## config.mk

```make
export PLATFORM = sky130hd
export DESIGN_NAME = timer_64bit_extender_top
export DESIGN_NICKNAME = d
export VERILOG_FILES = /design/src/rtl/t64x_pkg.sv /design/src/rtl/t64x_core.sv /design/src/rtl/timer_64bit_extender_top.sv
export SDC_FILE = /design/constraint.sdc
export NUM_CORES = 1
export LEC_CHECK = 0
export ABC_AREA = 1
export BUFFER_PORTS_ARGS = -buffer_cell sky130_fd_sc_hd__buf_2
export CAP_MARGIN = 30
export CELL_PAD_IN_SITES_DETAIL_PLACEMENT = 0
export CELL_PAD_IN_SITES_GLOBAL_PLACEMENT = 1
export CORE_ASPECT_RATIO = 0.9
export CORE_MARGIN = 1.5
export CORE_UTILIZATION = 42
export DETAILED_ROUTE_END_ITERATION = 10
export PLACE_DENSITY = 0.84
export SLEW_MARGIN = 20
export SYNTH_ARGS = -nofsm -noshare
export SYNTH_HDL_FRONTEND = slang
export SYNTH_SLANG_ARGS = --single-unit
```

## constraint.sdc

```tcl
create_clock -name clock -period 6.85 [get_ports clock]
set_clock_uncertainty 0.2 [all_clocks]
set_input_delay 0.685 -clock clock [delete_from_list [all_inputs] [get_ports clock]]
set_output_delay 0.685 -clock clock [all_outputs]
set_load 0.005 [all_outputs]
```

## src/rtl/t64x_pkg.sv

```systemverilog
// Shared types and constants for the 64-bit timer extender.
// Used by t64x_core and timer_64bit_extender_top; no dependencies.
package t64x_pkg;

   // Default number of hardware comparators
   localparam int TIMER_COUNT_DEFAULT = 3;

   localparam int SLOT_W   = 3;
   localparam int WORD_W   = 32;
   localparam int TICKS_W  = 64;
   localparam int REQ_W    = 2;

   // Packed stream widths, rounded up to whole bytes
   localparam int REQ_DATA_W = 104;   // ticks 64 + counter 32 + irq 1 -> 97
   localparam int RSP_DATA_W = 104;   // value 64 + cw 1 + cv 32 + ch 1 + ci 1 -> 99

   // Compare value reserved to mark a 32-bit counter rollover
   localparam logic [WORD_W-1:0] ROLLOVER_MARK = 32'h0000_0001;

   // Request kinds
   localparam logic [REQ_W-1:0] REQ_COMPARE = 2'd0;
   localparam logic [REQ_W-1:0] REQ_READ    = 2'd1;
   localparam logic [REQ_W-1:0] REQ_SET     = 2'd2;

   // Configuration register indexes
   localparam logic CSR_TIMER_SLOT = 1'b0;
   localparam logic CSR_HANDLER    = 1'b1;

   typedef struct packed {
      logic [REQ_W-1:0]   req_type;
      logic [TICKS_W-1:0] deadline_ticks;
      logic [WORD_W-1:0]  counter_low;
      logic               irq_pending;
   } req_type_s_type;

   typedef struct packed {
      logic               status;
      logic [TICKS_W-1:0] value_out;
      logic               compare_write;
      logic [WORD_W-1:0]  compare_value;
      logic               call_handler;
      logic               clear_irq;
   } rsp_type;

   typedef struct packed {
      logic [WORD_W-1:0] upper_count;
      logic [WORD_W-1:0] deadline_high;
      logic [WORD_W-1:0] deadline_low;
      logic [WORD_W-1:0] compare_shadow;
   } state_type;

   typedef struct packed {
      logic [SLOT_W-1:0] timer_slot;
      logic              handler_present;
   } cfg_type;

endpackage

```

## src/rtl/t64x_core.sv

```systemverilog
// Request decode and next-state logic of the 64-bit timer extender.
// Purely combinational; depends on t64x_pkg.
module t64x_core #(
   parameter int TIMER_COUNT = t64x_pkg::TIMER_COUNT_DEFAULT
) (
   input  t64x_pkg::req_type_s_type req,
   input  t64x_pkg::cfg_type        cfg,
   input  t64x_pkg::state_type      state,
   output t64x_pkg::state_type      state_next,
   output logic                     state_we,
   output t64x_pkg::rsp_type        rsp
);

   logic                             slot_bad;
   logic [t64x_pkg::WORD_W-1:0]      upper_inc;
   logic                             rollover;
   logic [t64x_pkg::WORD_W-1:0]      set_hi;
   logic [t64x_pkg::WORD_W-1:0]      set_lo;
   logic [t64x_pkg::WORD_W-1:0]      cmp_next;
   logic [t64x_pkg::WORD_W-1:0]      set_cmp;

   // Slots at or above the comparator count are invalid
   assign slot_bad  = {1'b0, cfg.timer_slot} >= (t64x_pkg::SLOT_W + 1)'(TIMER_COUNT);
   assign upper_inc = state.upper_count + 32'd1;
   assign rollover  = state.compare_shadow == t64x_pkg::ROLLOVER_MARK;

   // Skip the reserved low value: a low word of one becomes two
   assign set_hi  = req.deadline_ticks[63:32];
   assign set_lo  = (req.deadline_ticks[31:0] == t64x_pkg::ROLLOVER_MARK) ?
                    32'd2 : req.deadline_ticks[31:0];
   assign set_cmp = (state.upper_count < set_hi) ? t64x_pkg::ROLLOVER_MARK : set_lo;

   // Compare event reprogram value, judged against the updated upper word
   always_comb begin
      if (rollover) begin
         cmp_next = (state.deadline_high == upper_inc) ?
                    state.deadline_low : t64x_pkg::ROLLOVER_MARK;
      end else begin
         cmp_next = (state.deadline_high == state.upper_count) ?
                    state.deadline_low : t64x_pkg::ROLLOVER_MARK;
      end
   end

   // Decode the request
   always_comb begin
      state_next = state;
      state_we   = 1'b0;
      rsp        = '0;
      if (slot_bad) begin
         rsp.status = 1'b1;
      end else begin
         unique case (req.req_type)
            t64x_pkg::REQ_COMPARE: begin
               state_we                  = 1'b1;
               state_next.compare_shadow = cmp_next;
               if (rollover) begin
                  state_next.upper_count = upper_inc;
                  rsp.clear_irq          = 1'b1;
               end else begin
                  rsp.call_handler = cfg.handler_present;
               end
               rsp.compare_write = 1'b1;
               rsp.compare_value = cmp_next;
            end
            t64x_pkg::REQ_READ: begin
               rsp.value_out = {((req.irq_pending && rollover) ?
                                 upper_inc : state.upper_count), req.counter_low};
            end
            t64x_pkg::REQ_SET: begin
               if (set_hi < state.upper_count) begin
                  rsp.status = 1'b1;
               end else begin
                  state_we                  = 1'b1;
                  state_next.deadline_high  = set_hi;
                  state_next.deadline_low   = set_lo;
                  state_next.compare_shadow = set_cmp;
                  rsp.value_out             = {set_hi, set_lo};
                  rsp.compare_write         = 1'b1;
                  rsp.compare_value         = set_cmp;
               end
            end
            default: begin
               rsp.status = 1'b1;
            end
         endcase
      end
   end

endmodule

```

## src/rtl/timer_64bit_extender_top.sv

```systemverilog
// Top level of the 64-bit timer extender: stream ports, request and result
// registers, timer state. Depends on t64x_pkg and t64x_core.
//
// Usage:
//   A request enters on the req_ channel (tuser carries the request kind,
//   tdata the deadline, sampled counter and pending flag). Each request gives
//   exactly one result on the rsp_ channel (tuser carries status).
//   Requests kinds: compare event, read time, set deadline.
//   A request waits in the request register; decode and state update load
//   the result register when it is free or its result is being taken.
//   Throughput is one request per cycle while the receiver does not stall;
//   the timer state words update in the same cycle a request leaves the
//   request register, so the next request sees them at once.
//   When the receiver stalls, the result register holds; the request register
//   still accepts one more request, and req_tready drops only when both are
//   full and rsp_tready is low. Reset clears all state words, the configuration
//   and both valid flags. Configuration is written through csr_; the user must
//   do so only while no request is in flight; the block does not check it.
module timer_64bit_extender_top #(
   parameter int TIMER_COUNT = t64x_pkg::TIMER_COUNT_DEFAULT
) (
   input  logic                              clock,
   input  logic                              reset,
   // Request channel
   input  logic                              req_tvalid,
   output logic                              req_tready,
   // tdata: deadline_ticks[63:0], counter_low[95:64], irq_pending[96], zero pad
   input  logic [t64x_pkg::REQ_DATA_W-1:0]   req_tdata,
   // tuser: req_type[1:0]
   input  logic [t64x_pkg::REQ_W-1:0]        req_tuser,
   // Result channel
   output logic                              rsp_tvalid,
   input  logic                              rsp_tready,
   // tdata: value_out[63:0], compare_write[64], compare_value[96:65],
   //        call_handler[97], clear_irq[98], zero pad
   output logic [t64x_pkg::RSP_DATA_W-1:0]   rsp_tdata,
   // tuser: status[0]
   output logic                              rsp_tuser,
   // Configuration write port
   input  logic                              csr_we,
   input  logic                              csr_index,
   input  logic [t64x_pkg::SLOT_W-1:0]       csr_wdata
);

   logic                      in_valid_ff, in_valid_in;
   t64x_pkg::req_type_s_type  in_req_ff, in_req_in;
   logic                      out_valid_ff, out_valid_in;
   t64x_pkg::rsp_type         out_rsp_ff, out_rsp_in;
   t64x_pkg::state_type       state_ff, state_in;
   t64x_pkg::cfg_type         cfg_ff, cfg_in;
   t64x_pkg::state_type       core_state;
   logic                      core_we;
   logic                      req_accept;
   logic                      advance;

   // Move the held request forward when the result register is free or draining
   assign advance    = in_valid_ff && (!out_valid_ff || rsp_tready);
   assign req_tready = !in_valid_ff || advance;
   assign req_accept = req_tvalid && req_tready;

   // Unpack the incoming request
   always_comb begin
      in_req_in                = in_req_ff;
      if (req_accept) begin
         in_req_in.req_type       = req_tuser;
         in_req_in.deadline_ticks = req_tdata[63:0];
         in_req_in.counter_low    = req_tdata[95:64];
         in_req_in.irq_pending    = req_tdata[96];
      end
   end

   // Request register valid
   always_comb begin
      priority if (req_accept) begin
         in_valid_in = 1'b1;
      end else if (advance) begin
         in_valid_in = 1'b0;
      end else begin
         in_valid_in = in_valid_ff;
      end
   end

   t64x_core #(
      .TIMER_COUNT(TIMER_COUNT)
   ) u_core (
      .req        (in_req_ff),
      .cfg        (cfg_ff),
      .state      (state_ff),
      .state_next (core_state),
      .state_we   (core_we),
      .rsp        (out_rsp_in)
   );

   // Result register valid: load on advance, drop when taken
   always_comb begin
      priority if (advance) begin
         out_valid_in = 1'b1;
      end else if (rsp_tready) begin
         out_valid_in = 1'b0;
      end else begin
         out_valid_in = out_valid_ff;
      end
   end

   // Commit timer state as the request leaves the request register
   assign state_in = (advance && core_we) ? core_state : state_ff;

   // Configuration writes
   always_comb begin
      cfg_in = cfg_ff;
      if (csr_we) begin
         unique case (csr_index)
            t64x_pkg::CSR_TIMER_SLOT: cfg_in.timer_slot      = csr_wdata;
            t64x_pkg::CSR_HANDLER:    cfg_in.handler_present = csr_wdata[0];
            default:                  cfg_in = cfg_ff;
         endcase
      end
   end

   always_ff @(posedge clock) begin
      if (reset) begin
         in_valid_ff  <= 1'b0;
         out_valid_ff <= 1'b0;
         state_ff     <= '0;
         cfg_ff       <= '0;
      end else begin
         in_valid_ff  <= in_valid_in;
         out_valid_ff <= out_valid_in;
         state_ff     <= state_in;
         cfg_ff       <= cfg_in;
      end
   end

   // Payload registers, no reset
   always_ff @(posedge clock) begin
      in_req_ff <= in_req_in;
      if (advance) begin
         out_rsp_ff <= out_rsp_in;
      end
   end

   // Pack the result
   assign rsp_tvalid = out_valid_ff;
   assign rsp_tuser  = out_rsp_ff.status;
   assign rsp_tdata  = {5'd0,
                        out_rsp_ff.clear_irq,
                        out_rsp_ff.call_handler,
                        out_rsp_ff.compare_value,
                        out_rsp_ff.compare_write,
                        out_rsp_ff.value_out};

endmodule

```

==> results.ini <==
[sta]
setup_viol=0
timing.final.crit_share_pct=53.5
worstMarginPinSlew_ps=894
timing.fmax_mhz=273
finalHoldViolCount=0
finalMaxSlewViolations=0
fin_crit_ps=3670
grt_setup_unrepaired=no
setup_tns_ps=0
slew-limit-headroom_pct=40.3

[yosys]
yosys.area.top_type=edfxtp_1
syn_area_um2=16300
synth_top_area_share_pct=36.7
ys_ff_latch=333
synth_cells=1936
avgSynthCellArea_um2=8.41
synth_cell_types=38
async_flop_share_pct=0
synthFlopType=edfxtp_1
synth-edff-count=199
synth.area.top_cells=edfxtp_1 (37%), dfxtp_1 (16%), nand2_1 (9.3%), a21oi_1 (7.1%), nor2_1 (5.4%)
synth_seq_area_share_pct=53.2
yosys_warnings=0

[critical_path]
crit_fanout=79
slowest_stage=buf_4
start_kind=flop
crit_buf_inv=3
max_stage_delay_ps=680
r2r_cells=15
crit_type=reg2reg
crit_path_cell_trace=inv_1, ha_1, nand2_1, inv_1, nand3_1, a31oi_1, nor2_1, nand2_1, nand2_1, nand2_1, nand3_1, nor2_4, buf_4, o21ai_0, a21oi_1
crit_top_cell=nand2_1
crit_cells=15
cp_top_family=simple AND/OR/NAND/NOR gates
arrival_ps=3920
cp.required_ps=7110
end_kind=flop

[drt]
drt_wl_total_um=48000
ant_nets=0
wl_per_cell_um=18.3
drt_pre_antenna_iters=7
drtIter0Drc=1184
drcViolationCount=0
via_per_inst=5.31
vias=13914

[clock_tree]
clk_pin_slew_ps=60
cts_tree=built
h-tree-depth=2
cts_sinks=333
cts_buffers=37
cts_hold_buf=0
clock-root-buffer=clkbuf_16
ctsResizeCount=0
post_cts_buffers=0
clock_latency_ps=550
cts.path.max_buffers=3

[placed_design]
dpl_cell_area_um2=17700
port_buffers=209
hpwlAfterDp_um=32000
placedCellCount=2550
routabilityCongestion=0.911

[power_and_ir_drop]
ir_worst_vdd_mv=0.207
power_density_nw_per_um2=249
p_leak_nw=7.69

[floorplanning]
die_w_um=211
initial_core_util_pct=42.5
core_um2=38300
die_height_um=190
ios=222
rows=68
dieArea_um2=40000

[min_path]
hold_path.class=in2reg
hold_depth=1

[final_layout]
stdcell_count=2621
fillers=3672
final_util_pct=49.6
multi_input_comb_area_um2=6440
fin_area_um2=19000
num-nets-final=2254
regArea_um2=8660
drive_gt1_share_pct=15.1
diodes=0
area_growth_pct=16.6

[job]
cap_violations=0

[global_routing]
grt_pass1_wl_um=73700
overflow=0
grtUsageTotal_pct=23.8
grt_pass1_vias=13000
grt_max_degree=94
antenna_found_initial=3

[outcome]
status=finished clean

## metal layers
| metal | wire length (um) | vias to the layer above | track usage [%] | part of all wire [%] |
|---|---|---|---|---|
| met2 | 20000 | 518 | 34.1 | 42 |
| met4 | 1380 | 6 | 8.08 | 2.9 |
| met5 | 33 | - | 0 | 0.069 |
| li1 | - | 6752 | - | - |
| met1 | 22900 | 6556 | 36.1 | 48 |
| met3 | 3660 | 82 | 4.21 | 7.6 |
## report_power, final
group	switching (W)	internal, W	total, W
logic	0.000279	0.000126	0.000404
registers	0.0000493	0.00222	0.00227
clock network	0.000827	0.00122	0.00205
total	0.00116	0.00357	0.00472
## cells in the final DEF, fill, tap and decap left out, types with 7 or more instances in the layout
cell       count
xor2_1        42
nand2_1      401
edfxtp_1     199
o21ai_0      107
inv_1        198
nor3_1         8
buf_4         15
nand3_1      128
nor2_4        11
dfxtp_1      134
clkbuf_16     37
ha_1          34
nand4_1       27
o211ai_1      20
clkbuf_1       9
buf_2        209
nor2_1       234
a21oi_1      229
a211oi_1       7
clkinv_1       8
xnor2_1        7
## worst paths after layout
| path | startpoint | end | slack [ps] |
|---|---|---|---|
| min | req_tdata[40] | in_req_ff[73] | 110 |
| min reg2reg | state_ff[66] | state_ff[66] | 270 |
| max | state_ff[111] | state_ff[54] | 3180 |
| max reg2reg | state_ff[111] | state_ff[54] | 3180 |
## sequential cells by signal, summed over array words and instances (netlist names)
| signal | flops |
|---|---|
| in_valid_ff | 1 |
| cfg_ff | 4 |
| in_req_ff | 99 |
| state_ff | 128 |
| rsp_tuser | 1 |
| rsp_tvalid | 1 |
| rsp_tdata | 99 |
## per-stage QoR
| stage | setup WS (ps) | power [W] | hold WS (ps) |
|---|---|---|---|
| after floorplan | 2640 | 0.00253 | 230 |
| after global placement | 2850 | 0.00270 | 246 |
| after detailed placement | 2850 | 0.00271 | 260 |
| after CTS | 2840 | 0.00476 | 77.1 |
| after global routing | 2820 | 0.00489 | 83.7 |
| final | 3180 | 0.00472 | 107 |
## cell families after synthesis
| logic type | count (synthesis) | share of synthesized area [%] |
|---|---|---|
| adder cells (fa/ha/maj) | 36 | 2.77 |
| flip-flops | 333 | 53.2 |
| XOR/XNOR | 49 | 2.64 |
| AO/OA/AOI/OAI | 371 | 11.9 |
| buffers and inverters | 309 | 7.56 |
| other | 1 | 0.0230 |
| AND/OR/NAND/NOR | 837 | 21.9 |
## area by class of cell
cell class | count | share of cell area, %
timing repair buffer | 229 | 6.72
multi-input combinational | 1298 | 34.0
tap | 490 | 3.23
clock buffer | 46 | 5.06
inverter | 204 | 4.06
clock inverter | 21 | 1.36
sequential | 333 | 45.6
## cell usage after synthesis, drive strengths merged (2+ instances only)
cell type,instances
nor2,251
o21bai,3
inv,202
clkbuf,83
xor2,42
clkinv,2
xnor2,7
dfxtp,134
a211oi,7
a31oi,2
nand3,134
nand3b,2
a21oi,230
edfxtp,199
nor3,8
ha,36
buf,22
nand4,27
o211ai,20
o21ai,108
nor4,3
nand2,410
Power figures use the tool's default switching activity.
